<file path="src/hw/rtl/ppbt_pkg.sv">
package ppbt_pkg;

	// default table sizes
	localparam int PEER_SLOTS_DEF  = 16;
	localparam int BAN_ENTRIES_DEF = 16;

	// field widths
	localparam int ADDR_W    = 32;
	localparam int SCORE_W   = 13;
	localparam int PEN_W     = 10;
	localparam int THR_W     = 12;
	localparam int DECAY_W   = 10;
	localparam int REM_W     = 8;
	localparam int SLOT_OUT_W = 4;

	// configuration port
	localparam int CFG_IDX_W  = 2;
	localparam int CFG_DATA_W = 12;

	localparam logic [CFG_IDX_W-1:0] REG_BAN_THRESHOLD = 2'd0;
	localparam logic [CFG_IDX_W-1:0] REG_DECAY_AMOUNT  = 2'd1;
	localparam logic [CFG_IDX_W-1:0] REG_BAN_SWEEPS    = 2'd2;

	localparam logic [THR_W-1:0]   THRESHOLD_RST  = 12'd1000;
	localparam logic [DECAY_W-1:0] DECAY_RST      = 10'd100;
	localparam logic [REM_W-1:0]   BAN_SWEEPS_RST = 8'd24;

	localparam logic [SCORE_W-1:0] SCORE_MAX = 13'd8191;

	typedef enum logic [1:0] {
		CMD_ACCEPT  = 2'd0,
		CMD_PUNISH  = 2'd1,
		CMD_SWEEP   = 2'd2,
		CMD_RELEASE = 2'd3
	} cmd_t;

	typedef enum logic [2:0] {
		ST_OK       = 3'd0,
		ST_BANNED   = 3'd1,
		ST_FULL     = 3'd2,
		ST_IGNORED  = 3'd3,
		ST_BAN_FULL = 3'd4
	} status_t;

	typedef struct packed {
		logic [ADDR_W-1:0]  addr;
		logic [SCORE_W-1:0] score;
	} slot_ent_t;

	typedef struct packed {
		logic [ADDR_W-1:0] addr;
		logic [REM_W-1:0]  rem;
	} ban_ent_t;

	// results of the score and ban-age arithmetic
	typedef struct packed {
		logic [SCORE_W-1:0] punish_score;
		logic               punish_ban;
		logic [SCORE_W-1:0] decay_score;
		logic [REM_W-1:0]   rem_next;
		logic               rem_expire;
	} alu_t;

endpackage

</file>
<file path="src/hw/rtl/ppbt_if.sv">
interface ppbt_req_if;
	logic                          valid;
	logic                          ready;
	logic [1:0]                    cmd;
	logic [ppbt_pkg::ADDR_W-1:0]   peer_address;
	logic [ppbt_pkg::SLOT_OUT_W-1:0] slot_index;
	logic [ppbt_pkg::PEN_W-1:0]    penalty;

	modport source (output valid, output cmd, output peer_address, output slot_index,
		output penalty, input ready);
	modport sink (input valid, input cmd, input peer_address, input slot_index,
		input penalty, output ready);
endinterface

interface ppbt_rsp_if;
	logic                            valid;
	logic                            ready;
	logic [2:0]                      status;
	logic [ppbt_pkg::SLOT_OUT_W-1:0] slot_out;
	logic [ppbt_pkg::SCORE_W-1:0]    score_out;

	modport source (output valid, output status, output slot_out, output score_out,
		input ready);
	modport sink (input valid, input status, input slot_out, input score_out,
		output ready);
endinterface

</file>
<file path="src/hw/rtl/ppbt_alu.sv">
module ppbt_alu (
	input  logic [ppbt_pkg::SCORE_W-1:0] score,
	input  logic [ppbt_pkg::PEN_W-1:0]   penalty,
	input  logic [ppbt_pkg::THR_W-1:0]   threshold,
	input  logic [ppbt_pkg::DECAY_W-1:0] decay,
	input  logic [ppbt_pkg::REM_W-1:0]   rem,
	output ppbt_pkg::alu_t               res
);

	logic [ppbt_pkg::SCORE_W:0]   sum;
	logic [ppbt_pkg::SCORE_W-1:0] sat;
	logic [ppbt_pkg::SCORE_W-1:0] decay_ext;

	// add the penalty and saturate at the score ceiling
	assign sum = {1'b0, score} + (ppbt_pkg::SCORE_W + 1)'(penalty);
	assign sat = sum[ppbt_pkg::SCORE_W] ? ppbt_pkg::SCORE_MAX : sum[ppbt_pkg::SCORE_W-1:0];

	assign decay_ext = ppbt_pkg::SCORE_W'(decay);

	always_comb begin
		res.punish_score = sat;
		res.punish_ban   = sat >= ppbt_pkg::SCORE_W'(threshold);
		// floor the decayed score at zero
		res.decay_score  = (score > decay_ext) ? score - decay_ext : '0;
		res.rem_next     = rem - 8'd1;
		res.rem_expire   = rem <= 8'd1;
	end

endmodule

</file>
<file path="src/hw/rtl/peer_penalty_ban_table_top.sv">
// Peer penalty and ban table.
// Commands enter on req (valid/ready): accept an address, punish a slot, sweep,
// release a slot. One result leaves on rsp (valid/ready) per command. Registers
// ban_threshold, decay_amount and ban_sweeps are written through cfg_we,
// cfg_index and cfg_data; the user must write them only while the block is
// idle, which the block does not enforce. One command is worked at a time;
// req.ready is high while the sequencer idles. Release, and punish of an unknown
// slot, go straight to the result; punish updates the slot and, when it gets
// banned, searches for a free ban entry.
// Accept and sweep walk the slot and ban memories one entry a cycle through
// their single read port; a new ban searches the ban valid bits one a cycle.
// The result sits in an output register, so the next command is taken while a
// result waits; a stalled receiver only holds back the finish of the next
// command. Reset clears all slot and ban valid bits at once and loads the
// register defaults; no clearing pass runs.
module peer_penalty_ban_table_top #(
	parameter int PEER_SLOTS  = ppbt_pkg::PEER_SLOTS_DEF,
	parameter int BAN_ENTRIES = ppbt_pkg::BAN_ENTRIES_DEF
) (
	input  logic                              clk,
	input  logic                              arst_n,
	ppbt_req_if.sink                          req,
	ppbt_rsp_if.source                        rsp,
	input  logic                              cfg_we,
	input  logic [ppbt_pkg::CFG_IDX_W-1:0]    cfg_index,
	input  logic [ppbt_pkg::CFG_DATA_W-1:0]   cfg_data
);

	localparam int SLOT_W = $clog2(PEER_SLOTS);
	localparam int BAN_W  = (BAN_ENTRIES > 1) ? $clog2(BAN_ENTRIES) : 1;
	localparam int SCAN_N = (PEER_SLOTS > BAN_ENTRIES) ? PEER_SLOTS : BAN_ENTRIES;
	localparam int IDX_W  = $clog2(SCAN_N);
	localparam logic [IDX_W:0]   PEER_LIM   = (IDX_W + 1)'(PEER_SLOTS);
	localparam logic [IDX_W:0]   BAN_LIM    = (IDX_W + 1)'(BAN_ENTRIES);
	localparam logic [IDX_W-1:0] SCAN_LAST  = IDX_W'(SCAN_N - 1);
	localparam logic [IDX_W-1:0] BAN_LAST   = IDX_W'(BAN_ENTRIES - 1);
	localparam logic [8:0]       SLOT_RANGE = 9'(PEER_SLOTS);

	typedef enum logic [7:0] {
		S_IDLE  = 8'b0000_0001,
		S_ASCAN = 8'b0000_0010,
		S_ACHK  = 8'b0000_0100,
		S_PUPD  = 8'b0000_1000,
		S_BFIND = 8'b0001_0000,
		S_SWEEP = 8'b0010_0000,
		S_SWEND = 8'b0100_0000,
		S_DONE  = 8'b1000_0000
	} state_t;

	state_t state_q;

	// configuration registers
	logic [ppbt_pkg::THR_W-1:0]   thr_q;
	logic [ppbt_pkg::DECAY_W-1:0] decay_q;
	logic [ppbt_pkg::REM_W-1:0]   ban_sweeps_q;

	// valid bits
	logic [PEER_SLOTS-1:0]  slot_valid_q;
	logic [BAN_ENTRIES-1:0] ban_valid_q;

	// working registers
	logic [IDX_W-1:0]              cnt_q;
	logic [ppbt_pkg::ADDR_W-1:0]   addr_q;
	logic [ppbt_pkg::PEN_W-1:0]    pen_q;
	logic [SLOT_W-1:0]             idx_q;
	logic [SLOT_W-1:0]             free_q;
	logic                          found_q;
	logic                          banned_q;
	logic                          chk_s1;
	logic                          sv_s1;
	logic                          bv_s1;
	logic [IDX_W-1:0]              sidx_s1;

	// result and output registers
	logic [2:0]                      res_status_q;
	logic [ppbt_pkg::SLOT_OUT_W-1:0] res_slot_q;
	logic [ppbt_pkg::SCORE_W-1:0]    res_score_q;
	logic                            out_valid_q;
	logic [2:0]                      out_status_q;
	logic [ppbt_pkg::SLOT_OUT_W-1:0] out_slot_q;
	logic [ppbt_pkg::SCORE_W-1:0]    out_score_q;

	// memories
	ppbt_pkg::slot_ent_t slot_mem [PEER_SLOTS];
	ppbt_pkg::ban_ent_t  ban_mem [BAN_ENTRIES];
	ppbt_pkg::slot_ent_t slot_rd_q;
	ppbt_pkg::ban_ent_t  ban_rd_q;
	ppbt_pkg::slot_ent_t slot_wdata;
	ppbt_pkg::ban_ent_t  ban_wdata;
	logic                slot_we;
	logic                ban_we;
	logic [SLOT_W-1:0]   slot_waddr;
	logic [SLOT_W-1:0]   slot_raddr;
	logic [BAN_W-1:0]    ban_waddr;

	ppbt_pkg::alu_t alu;

	logic              req_fire;
	logic [SLOT_W-1:0] in_slot;
	logic              in_known;
	logic              cnt_peer_ok;
	logic              cnt_ban_ok;
	logic [SLOT_W-1:0] cnt_slot;
	logic [BAN_W-1:0]  cnt_ban;
	logic [SLOT_W-1:0] sidx_slot;
	logic [BAN_W-1:0]  sidx_ban;
	logic              ban_hit;
	logic              acc_banned;
	logic              acc_alloc;
	logic              res_load;

	assign req.ready = (state_q == S_IDLE);
	assign req_fire  = req.valid && req.ready;

	assign in_slot  = SLOT_W'(req.slot_index);
	assign in_known = (9'(req.slot_index) < SLOT_RANGE) && slot_valid_q[in_slot];

	assign cnt_peer_ok = {1'b0, cnt_q} < PEER_LIM;
	assign cnt_ban_ok  = {1'b0, cnt_q} < BAN_LIM;
	assign cnt_slot    = cnt_q[SLOT_W-1:0];
	assign cnt_ban     = cnt_q[BAN_W-1:0];
	assign sidx_slot   = sidx_s1[SLOT_W-1:0];
	assign sidx_ban    = sidx_s1[BAN_W-1:0];

	// compare the ban entry read in the previous scan cycle
	assign ban_hit    = chk_s1 && (ban_rd_q.addr == addr_q);
	assign acc_banned = banned_q || ban_hit;
	assign acc_alloc  = (state_q == S_ACHK) && !acc_banned && found_q;

	assign res_load = (state_q == S_DONE) && (!out_valid_q || rsp.ready);

	ppbt_alu u_alu (
		.score     (slot_rd_q.score),
		.penalty   (pen_q),
		.threshold (thr_q),
		.decay     (decay_q),
		.rem       (ban_rd_q.rem),
		.res       (alu)
	);

	// select slot memory write
	always_comb begin
		slot_we    = 1'b0;
		slot_waddr = idx_q;
		slot_wdata = '{addr: slot_rd_q.addr, score: alu.punish_score};
		case (state_q)
			S_ACHK: begin
				slot_we    = acc_alloc;
				slot_waddr = free_q;
				slot_wdata = '{addr: addr_q, score: '0};
			end
			S_PUPD: begin
				slot_we = 1'b1;
			end
			S_SWEEP, S_SWEND: begin
				slot_we    = sv_s1;
				slot_waddr = sidx_slot;
				slot_wdata = '{addr: slot_rd_q.addr, score: alu.decay_score};
			end
			default: begin
				slot_we = 1'b0;
			end
		endcase
	end

	assign slot_raddr = (state_q == S_IDLE) ? in_slot : cnt_slot;

	// select ban memory write
	always_comb begin
		ban_we    = 1'b0;
		ban_waddr = cnt_ban;
		ban_wdata = '{addr: addr_q, rem: ban_sweeps_q};
		case (state_q)
			S_BFIND: begin
				ban_we = !ban_valid_q[cnt_ban];
			end
			S_SWEEP, S_SWEND: begin
				ban_we    = bv_s1 && !alu.rem_expire;
				ban_waddr = sidx_ban;
				ban_wdata = '{addr: ban_rd_q.addr, rem: alu.rem_next};
			end
			default: begin
				ban_we = 1'b0;
			end
		endcase
	end

	// slot memory: one write, one registered read
	always_ff @(posedge clk) begin
		if (slot_we) begin
			slot_mem[slot_waddr] <= slot_wdata;
		end
		slot_rd_q <= slot_mem[slot_raddr];
	end

	// ban memory: one write, one registered read
	always_ff @(posedge clk) begin
		if (ban_we) begin
			ban_mem[ban_waddr] <= ban_wdata;
		end
		ban_rd_q <= ban_mem[cnt_ban];
	end

	// sequencer, valid bits and configuration
	always_ff @(posedge clk or negedge arst_n) begin
		if (!arst_n) begin
			state_q      <= S_IDLE;
			thr_q        <= ppbt_pkg::THRESHOLD_RST;
			decay_q      <= ppbt_pkg::DECAY_RST;
			ban_sweeps_q <= ppbt_pkg::BAN_SWEEPS_RST;
			slot_valid_q <= '0;
			ban_valid_q  <= '0;
			cnt_q        <= '0;
			found_q      <= 1'b0;
			banned_q     <= 1'b0;
			chk_s1       <= 1'b0;
			sv_s1        <= 1'b0;
			bv_s1        <= 1'b0;
			out_valid_q  <= 1'b0;
		end else begin
			if (cfg_we) begin
				case (cfg_index)
					ppbt_pkg::REG_BAN_THRESHOLD: thr_q <= cfg_data[ppbt_pkg::THR_W-1:0];
					ppbt_pkg::REG_DECAY_AMOUNT:  decay_q <= cfg_data[ppbt_pkg::DECAY_W-1:0];
					ppbt_pkg::REG_BAN_SWEEPS:    ban_sweeps_q <= cfg_data[ppbt_pkg::REM_W-1:0];
					default: begin
					end
				endcase
			end

			// advance the walk pipeline
			chk_s1 <= (state_q == S_ASCAN) && cnt_ban_ok && ban_valid_q[cnt_ban];
			sv_s1  <= (state_q == S_SWEEP) && cnt_peer_ok && slot_valid_q[cnt_slot];
			bv_s1  <= (state_q == S_SWEEP) && cnt_ban_ok && ban_valid_q[cnt_ban];

			// drop expired bans on sweep write-back
			if (bv_s1 && alu.rem_expire) begin
				ban_valid_q[sidx_ban] <= 1'b0;
			end

			// hand the result to the receiver
			if (res_load) begin
				out_valid_q <= 1'b1;
			end else if (rsp.ready) begin
				out_valid_q <= 1'b0;
			end

			case (state_q)
				S_IDLE: begin
					if (req_fire) begin
						cnt_q    <= '0;
						found_q  <= 1'b0;
						banned_q <= 1'b0;
						case (ppbt_pkg::cmd_t'(req.cmd))
							ppbt_pkg::CMD_ACCEPT: begin
								state_q <= S_ASCAN;
							end
							ppbt_pkg::CMD_SWEEP: begin
								state_q <= S_SWEEP;
							end
							ppbt_pkg::CMD_PUNISH: begin
								state_q <= in_known ? S_PUPD : S_DONE;
							end
							ppbt_pkg::CMD_RELEASE: begin
								if (in_known) begin
									slot_valid_q[in_slot] <= 1'b0;
								end
								state_q <= S_DONE;
							end
							default: begin
								state_q <= S_DONE;
							end
						endcase
					end
				end
				S_ASCAN: begin
					if (ban_hit) begin
						banned_q <= 1'b1;
					end
					if (cnt_peer_ok && !slot_valid_q[cnt_slot] && !found_q) begin
						found_q <= 1'b1;
					end
					if (cnt_q == SCAN_LAST) begin
						state_q <= S_ACHK;
					end else begin
						cnt_q <= cnt_q + 1'b1;
					end
				end
				S_ACHK: begin
					if (acc_alloc) begin
						slot_valid_q[free_q] <= 1'b1;
					end
					state_q <= S_DONE;
				end
				S_PUPD: begin
					if (alu.punish_ban) begin
						slot_valid_q[idx_q] <= 1'b0;
						cnt_q               <= '0;
						state_q             <= S_BFIND;
					end else begin
						state_q <= S_DONE;
					end
				end
				S_BFIND: begin
					if (!ban_valid_q[cnt_ban]) begin
						ban_valid_q[cnt_ban] <= 1'b1;
						state_q              <= S_DONE;
					end else if (cnt_q == BAN_LAST) begin
						state_q <= S_DONE;
					end else begin
						cnt_q <= cnt_q + 1'b1;
					end
				end
				S_SWEEP: begin
					if (cnt_q == SCAN_LAST) begin
						state_q <= S_SWEND;
					end else begin
						cnt_q <= cnt_q + 1'b1;
					end
				end
				S_SWEND: begin
					state_q <= S_DONE;
				end
				S_DONE: begin
					if (res_load) begin
						state_q <= S_IDLE;
					end
				end
				default: begin
					state_q <= S_IDLE;
				end
			endcase
		end
	end

	// hold command payload and build the result
	always_ff @(posedge clk) begin
		sidx_s1 <= cnt_q;
		case (state_q)
			S_IDLE: begin
				addr_q       <= req.peer_address;
				pen_q        <= req.penalty;
				idx_q        <= in_slot;
				res_slot_q   <= (req.cmd == ppbt_pkg::CMD_SWEEP) ? '0 : req.slot_index;
				res_score_q  <= '0;
				res_status_q <= (in_known || req.cmd == ppbt_pkg::CMD_SWEEP)
					? ppbt_pkg::ST_OK : ppbt_pkg::ST_IGNORED;
			end
			S_ASCAN: begin
				if (cnt_peer_ok && !slot_valid_q[cnt_slot] && !found_q) begin
					free_q <= cnt_slot;
				end
			end
			S_ACHK: begin
				res_score_q <= '0;
				if (acc_banned) begin
					res_status_q <= ppbt_pkg::ST_BANNED;
					res_slot_q   <= '0;
				end else if (found_q) begin
					res_status_q <= ppbt_pkg::ST_OK;
					res_slot_q   <= ppbt_pkg::SLOT_OUT_W'(free_q);
				end else begin
					res_status_q <= ppbt_pkg::ST_FULL;
					res_slot_q   <= '0;
				end
			end
			S_PUPD: begin
				addr_q       <= slot_rd_q.addr;
				res_score_q  <= alu.punish_score;
				res_status_q <= ppbt_pkg::ST_OK;
			end
			S_BFIND: begin
				res_status_q <= ban_valid_q[cnt_ban] ? ppbt_pkg::ST_BAN_FULL
					: ppbt_pkg::ST_BANNED;
			end
			default: begin
			end
		endcase
		if (res_load) begin
			out_status_q <= res_status_q;
			out_slot_q   <= res_slot_q;
			out_score_q  <= res_score_q;
		end
	end

	assign rsp.valid     = out_valid_q;
	assign rsp.status    = out_status_q;
	assign rsp.slot_out  = out_slot_q;
	assign rsp.score_out = out_score_q;

	// an accept only allocates a slot that is free
	a_alloc_free: assert property (@(posedge clk) disable iff (!arst_n)
		acc_alloc |-> !slot_valid_q[free_q])
		else $error("accept allocates a slot that is in use");

	// a punish update only works on a live slot
	a_punish_live: assert property (@(posedge clk) disable iff (!arst_n)
		(state_q == S_PUPD) |-> slot_valid_q[idx_q])
		else $error("punish update on a free slot");

	// at most one ban is recorded per cycle
	a_ban_growth: assert property (@(posedge clk) disable iff (!arst_n)
		1'b1 |=> ($countones(ban_valid_q) <= $past($countones(ban_valid_q)) + 1))
		else $error("ban list grew by more than one entry");

	// no new command is taken in the result hold state
	a_done_no_take: assert property (@(posedge clk) disable iff (!arst_n)
		(state_q == S_DONE) |-> !req.ready)
		else $error("command taken before result was handed over");

endmodule

</file>
<file path="src/flat_wrapper.sv">
// flat-port wrapper written by rule: the top's interface ports become plain ports
module peer_penalty_ban_table_top_flat 
#(
	parameter int PEER_SLOTS  = ppbt_pkg::PEER_SLOTS_DEF,
	parameter int BAN_ENTRIES = ppbt_pkg::BAN_ENTRIES_DEF
)
  (clk, arst_n, cfg_we, cfg_index, cfg_data, req_valid, req_cmd, req_peer_address, req_slot_index, req_penalty, req_ready, rsp_valid, rsp_status, rsp_slot_out, rsp_score_out, rsp_ready);
  ppbt_req_if req_i ();
  ppbt_rsp_if rsp_i ();
  input  logic clk;
  input  logic arst_n;
  input  logic cfg_we;
  input  logic [ppbt_pkg::CFG_IDX_W-1:0] cfg_index;
  input  logic [ppbt_pkg::CFG_DATA_W-1:0] cfg_data;
  input wire logic [$bits(req_i.valid)-1:0] req_valid;
  input wire logic [$bits(req_i.cmd)-1:0] req_cmd;
  input wire logic [$bits(req_i.peer_address)-1:0] req_peer_address;
  input wire logic [$bits(req_i.slot_index)-1:0] req_slot_index;
  input wire logic [$bits(req_i.penalty)-1:0] req_penalty;
  output wire logic [$bits(req_i.ready)-1:0] req_ready;
  output wire logic [$bits(rsp_i.valid)-1:0] rsp_valid;
  output wire logic [$bits(rsp_i.status)-1:0] rsp_status;
  output wire logic [$bits(rsp_i.slot_out)-1:0] rsp_slot_out;
  output wire logic [$bits(rsp_i.score_out)-1:0] rsp_score_out;
  input wire logic [$bits(rsp_i.ready)-1:0] rsp_ready;
  assign req_i.valid = req_valid;
  assign req_i.cmd = req_cmd;
  assign req_i.peer_address = req_peer_address;
  assign req_i.slot_index = req_slot_index;
  assign req_i.penalty = req_penalty;
  assign req_ready = req_i.ready;
  assign rsp_valid = rsp_i.valid;
  assign rsp_status = rsp_i.status;
  assign rsp_slot_out = rsp_i.slot_out;
  assign rsp_score_out = rsp_i.score_out;
  assign rsp_i.ready = rsp_ready;
  peer_penalty_ban_table_top #(.PEER_SLOTS(PEER_SLOTS), .BAN_ENTRIES(BAN_ENTRIES)) u_core (.clk(clk), .arst_n(arst_n), .req(req_i), .rsp(rsp_i), .cfg_we(cfg_we), .cfg_index(cfg_index), .cfg_data(cfg_data));
endmodule
</file>
<file path="config.mk">
export PLATFORM = sky130hd
export DESIGN_NAME = peer_penalty_ban_table_top_flat
export DESIGN_NICKNAME = d
export VERILOG_FILES = /design/src/hw/rtl/ppbt_pkg.sv /design/src/hw/rtl/ppbt_if.sv /design/src/hw/rtl/ppbt_alu.sv /design/src/hw/rtl/peer_penalty_ban_table_top.sv /design/src/flat_wrapper.sv
export SDC_FILE = /design/constraint.sdc
export NUM_CORES = 2
export LEC_CHECK = 0
export BUFFER_PORTS_ARGS = -buffer_cell sky130_fd_sc_hd__buf_2
export CAP_MARGIN = 20
export CORE_AREA = 3 3 373 375
export CTS_BUF_LIST = sky130_fd_sc_hd__clkbuf_4 sky130_fd_sc_hd__clkbuf_8
export CTS_CLUSTER_DIAMETER = 40
export CTS_CLUSTER_SIZE = 30
export DETAILED_ROUTE_END_ITERATION = 10
export DIE_AREA = 0 0 376 378
export GPL_TIMING_DRIVEN = 1
export PLACE_DENSITY_LB_ADDON = 0.05
export SYNTH_ARGS = -nofsm -noshare
export SYNTH_HDL_FRONTEND = slang
export SYNTH_SLANG_ARGS = --single-unit
</file>
<file path="constraint.sdc">
create_clock -name clk -period 6.55 [get_ports clk]
set_input_delay 0.9825 -clock clk [delete_from_list [all_inputs] [get_ports clk]]
set_output_delay 0.9825 -clock clk [all_outputs]
set_load 0.005 [all_outputs]
</file>
After elaboration in Yosys (flattened, before gate mapping)
Memories as Yosys holds them, arrays and structs flattened. A register that Yosys moved wholly into a read port is not among the register bits.
Cells that the tools add are included.

operators by class
  equal/unequal tests = 27
  magnitude comparators = 13
  reductions and logical operators = 48
  add/sub/neg operators = 4
  multiplexer cells = 71
  bitwise gates (word level) = 8

operator list
  operator                                                           count
  two-way mux 16 bit                                                 8
  case mux 45 bit (2 select lines)                                   1
  two-way mux 8 bit                                                  8
  case mux 32 bit (2 select lines)                                   1
  case mux 8 bit (7 select lines)                                    1
  bitwise AND 16 bit                                                 3
  NOT 16 bit                                                         3
  case mux 16 bit (3 select lines)                                   1
  two-way mux 40 bit                                                 1
  two-way mux 4 bit                                                  9
  == test 32 bit                                                     1
  OR 16 bit                                                          2
  case mux 8 bit (4 select lines)                                    1
  two-way mux 13 bit                                                 2
  case mux 13 bit (2 select lines)                                   1
  < comparator 4 x 5 -> 1 bit, second input constant                 5
  demux 1 bit (select 4 bit)                                         5
  greater-or-equal comparator 4 x 1 -> 1 bit, second input constant  5
  two-way mux 1 bit                                                  17
  logical AND 1 bit                                                  16
  case mux 4 bit (2 select lines)                                    2
  case mux 4 bit (4 select lines)                                    1
  adder 13 x 10 -> 14 bit                                            1
  greater-or-equal comparator 13 x 12 -> 1 bit                       1
  37 further kinds                                                   75

storage, ports and cells
  memories = 2
  RAM bits = 1,360
  bits in registers = 174
  output and inout bits = 22
  bits of input ports = 67

memory list
  name             depth  bits a word  read ports  clocked after memory_dff  write ports  line                              RTL
  u_core.slot_mem  16     45           1           1                         1            peer_penalty_ban_table_top.sv:84  ppbt_pkg::slot_ent_t slot_mem [PEER_SLOTS];
  u_core.ban_mem   16     40           1           1                         1            peer_penalty_ban_table_top.sv:85  ppbt_pkg::ban_ent_t ban_mem [BAN_ENTRIES];

Logic depth before layout (Yosys ltp)
  depth after elaboration = 10
  mapped depth = 17
  depth with buffers taken out = 17

Hierarchy
From an unflattened synthesis, not the netlist that was laid out.

second synthesis, totals
  cells, all modules = 3,981
  area, all modules = 65,044.9 µm²

by module, submodules not included
  module                      cells an instance  times used  area each (µm²)  seq. area each (µm²)
  peer_penalty_ban_table_top  3,739              1           63,337.0         47,340.4
  ppbt_alu                    242                1           1,707.9          0.0

Least setup slack after synthesis
OpenSTA, ideal clock, no wires.

  path type = register to register
  from = reg u_core.state_q[2]
  to = mem u_core.slot_mem[2][0] (netlist bit) (enable)
  buffers on the path = 1
  arrival = 4,173 ps
  setup slack = 1,929 ps
  library setup time = 448 ps
  cell stages (with the launch flop) = 9
  cells stage by stage = dfrtp_1 -> or4_1 -> or3_1 -> o21ai_1 -> buf_2 -> a21oi_1 -> a21oi_1 -> nand2_1 -> nor2_1

on the way
  cells in the longest elaborated chain, start to end = 6

RTL lines
  what                                     line                                                                  RTL
  start, declared                          peer_penalty_ban_table_top.sv:50                                      state_t state_q;
  start signal, assigned                   peer_penalty_ban_table_top.sv:262                                     state_q <= in_known ? S_PUPD : S_DONE;
  == test 8 x 3 -> 1 bit                   peer_penalty_ban_table_top.sv:128, peer_penalty_ban_table_top.sv:146
  logical AND 1 bit (2 in a row)           peer_penalty_ban_table_top.sv:128                                     assign acc_alloc = (state_q == S_ACHK) && !acc_banned && found_q;
  case mux 1 bit (3 select lines)          peer_penalty_ban_table_top.sv:146                                     case (state_q)
  two-way mux 1 bit                        peer_penalty_ban_table_top.sv:190                                     if (slot_we) begin
  two-way mux 1 bit (not written as such)  peer_penalty_ban_table_top.sv:191                                     slot_mem[slot_waddr] <= slot_wdata;
  end, declared                            peer_penalty_ban_table_top.sv:84

Several ways; a longest one is shown, not always the timed one.

Worst setup path after layout
  from = reg u_core.state_q[4]
  to = reg, netlist name u_core.slot_rd_q[29]

on the way
  cells in the longest elaborated chain, start to end = 2

RTL lines
  what                    line                               RTL
  == test 8 x 1 -> 1 bit  peer_penalty_ban_table_top.sv:166  assign slot_raddr = (state_q == S_IDLE) ? in_slot : cnt_slot;
  two-way mux 4 bit       peer_penalty_ban_table_top.sv:166

No other way between the ends.
A chain may end at the register's enable or synchronous reset.

==> key figures <==
Setup path
  – Worst R2R End: u_core.slot_rd_q[29]
  – Worst path slowest cell: mux2_8
  – Worst Path Buf+Inv: 2
  – Startpoint Class: flop
  – CP required: approximately 7300 ps
  – Register-to-register setup slack: around 1300 ps
  – Worst reg2reg startpoint: u_core.state_q[4]
  – Reg2Reg Depth: 8
  – Crit. End Element: flop
  – Worst path max stage delay: 900 ps
  – Critical-path maximum fanout: between 90 and 100
  – CP top delay family: buffers and inverters
  – Kind of critical path: reg -> reg
  – CP arrival: 6030 ps
  – Crit-path cells: nor4_4 > nand3_1 > inv_2 > mux2_8 > buf_4 > mux4_2 > a22oi_1 > nand2_1

GRT
  – Initial antenna violation count: 2
  – Grt met1 use: 0.3483
  – M2 GR Usage: 0.3672
  – Busiest layer in global routing: met2
  – Gr usage total: 0.2361
  – GR Util met3: 0.04008
  – Pin count of the biggest net entering global routing: 140
  – First-pass GRT wire length: between 200 and 250 mm
  – Total gr overflow: 0
  – Vias in the first global route: about 35000

Drt
  – Initial DRC count: about 3300
  – Via density: 5.890
  – Drt pass-1 iters: 5
  – DR vias: ~34000
  – DRT Wirelength: between 150 and 200 mm
  – WL per Instance: around 29 µm
  – Remaining DRCs: 0
  – Post-route ant nets: 0

Min path
  – Worst Hold Class: in -> reg
  – Hold path endpoint: u_core.pen_q[0]
  – Hold Crit Depth: 1
  – Min-delay src: req_penalty[0]

Logic synthesis
  – Syn. warnings: 0
  – Biggest area consumer among synthesized cells: edfxtp_1
  – Dominant synthesized flop cell: edfxtp_1
  – Synth top area cells: edfxtp_1 (68%), mux4_2 (11%), nand2_1 (3.0%)
  – Mean Syn Cell Area: 17.87 µm²
  – Yosys top cell area share: 0.6837
  – Synthesized cell area: roughly 0.064 mm²
  – Seq/Total Area, Yosys: 0.7433
  – Post-synth EDFFs: ~1500
  – Post-synthesis async set-or-reset flop share: 0.04941
  – Synth Instances: about 3600
  – Synthesized Nets: between 3000 and 4000
  – Most frequent cell after synthesis: edfxtp_1
  – FF+latch count, synth: ~1600
  – Most frequent cells after synthesis: edfxtp_1 (1450), nand2_1 (517), mux4_2 (315)
  – Yosys cell types: 78

STA
  – Fin crit share: 0.8004
  – Setup Viol. Count Final: 0
  – Slew margin rel.: 0.2283
  – FMAX: 0.1907 GHz
  – Setup TNS: 0 ps
  – Clock skew: 40.76 ps
  – Max Transition Viols Final: 0
  – RSZ-0062 raised after global routing: false
  – Final hold violations: 0
  – Worst-Margin Slew: about 1200 ps
  – Post-layout minimum cycle time: 5243 ps

Floorplanning
  – Initial core utilization: 0.4696
  – Total core area: approximately 0.14 mm²
  – Floorplan row count: 135
  – # IOs: 89
  – Die span in y: around 380 µm
  – Die width: ~380 µm
  – DIE AREA: between 0.1 and 0.15 mm²

Pwr
  – Gate power share: 0.343
  – Seq pwr share: 0.417
  – Psw: between 10 and 15 mW
  – PwrDens: around 500 mW/mm²
  – P_int: approximately 23 mW
  – IR drop worst, VDD: about 0.00039 V
  – Switching share of total power: 0.3673
  – Clock Power Share: 0.240
  – Leak: approximately 24 nW

Status
  – Outcome: finished clean

CTS
  – Max clock buf depth: 3
  – CTS tree: yes
  – Clk sinks: between 1500 and 2000
  – CTS root buffer: clkbuf_8
  – CTS clk-pin slew, worst paths: about 80 ps
  – Post-CTS Setup Repair Bufs: 0
  – Worst skew pair latency: between 900 and 1000 ps
  – TritonCTS buffer count: between 200 and 250
  – H-tree levels: 4

Placement
  – Post-DP Area: around 0.067 mm²
  – Final HPWL DP: about 100 mm
  – Cells after DPL: 5347
  – I/O Buffers: just under 90
  – Final GP Congestion: 0.8480

Layout
  – P&R area growth vs syn: 12.93%
  – Final nets: approximately 4000
  – Finished Layout Cells: between 5000 and 6000
  – Share of cells above drive strength 1: 0.2579
  – Final Cell Area: 0.07193 mm²
  – Fillers: about 11000

Run
  – Max-cap violation count: 0
==> registers in the layout (all words and copies together), names as in the netlist, 10 cells and up <==
register and count:
u_core.slot_mem 720, u_core.ban_mem 640, u_core.slot_rd_q 45, u_core.ban_rd_q 40
u_core.addr_q 32, u_core.ban_valid_q 16, u_core.slot_valid_q 16, u_core.res_score_q 13
u_core.rsp.score_out 13, u_core.thr_q 12, u_core.decay_q 10, u_core.pen_q 10
==> power by group through the flow <==
stage | combinational [mW] | clock [mW] | sequential (mW)
3_5_place_dp | 12.5 | 0 | 15.3
2_1_floorplan | 8.00 | 0 | 14.8
5_1_grt | 13.4 | 9.35 | 15.2
6_report | 12.4 | 8.69 | 15.1
3_3_place_gp | 12.2 | 0 | 15.3
4_1_cts | 12.5 | 8.92 | 15.1
==> what timing repair did <==
| item | 4_1_cts | 5_1_grt |
|---|---|---|
| gates resized for setup | 0 | 0 |
| hold buffers | 0 | 1 |
| hold endpoints to repair | 0 | 15 |
==> cell type report <==
type	instances	area (µm²)	area share
diodes	3	7.507	0.0001044
clock buffers	226	3042	0.04229
clock inverters	172	1977	0.02748
inverters	53	198.9	0.002766
multi-input cells	1719	15850	0.2203
flip-flops and latches	1619	47360	0.6584
well taps	1781	2228	0.03098
repair buffers	182	1271	0.01767
==> layout by cell type, fill, tap and decap left out, types with 38 or more instances in the layout <==
master,instances
dfrtp_1,64
clkbuf_8,215
nand4_1,43
buf_4,84
buf_2,88
mux4_2,315
o21ai_0,47
inv_6,38
a22oi_1,47
ha_1,38
mux2_2,55
inv_1,51
nand3_1,94
dfxtp_1,89
nor2_1,73
nand2_1,517
mux2i_1,58
edfxtp_1,1450
==> worst max path at each step <==
stage / from / to / cells after the start
2_1_floorplan: u_core.state_q[2] / u_core.slot_mem[2][0] / 8
3_3_place_gp: u_core.state_q[4] / u_core.slot_rd_q[29] / 8
3_5_place_dp: u_core.state_q[1] / u_core.slot_rd_q[29] / 8
4_1_cts: u_core.state_q[1] / u_core.slot_rd_q[29] / 8
5_1_grt: u_core.state_q[4] / u_core.slot_rd_q[29] / 8
6_report: u_core.state_q[4] / u_core.slot_rd_q[29] / 8
==> logic make-up (layout without fill, tap and decap cells) <==
logic type,count (synthesis),count (layout),synth area share
mux,434,434,0.1312
simple gates,866,866,0.05954
fa+ha+maj,40,40,0.008094
flops,1619,1619,0.7433
compound gates,321,321,0.03581
other cells,0,3,0
xor+xnor,58,58,0.007976
buf+inv,226,633,0.01407
==> metal layers <==
layer / vias up / wire length [µm]
met4: 0 / 3480
met5: - / 0
li1: 14600 / -
met2: 1098 / 78180
met1: 17950 / 75320
met3: 242 / 9588
==> stage by stage <==
stage                     hold WS, ps  total power, mW  worst slack [ps]    util
after global placement          401.4            27.51              1483  0.4922
after floorplan                 361.4            22.78              1929       -
after detailed placement        406.2            27.80              1389  0.4925
after global routing            185.9            37.98              1067  0.5303
after CTS                       144.5            36.53              1358  0.5295
final                           253.8            36.22              1307  0.5303
Power figures use the tool's default switching activity.
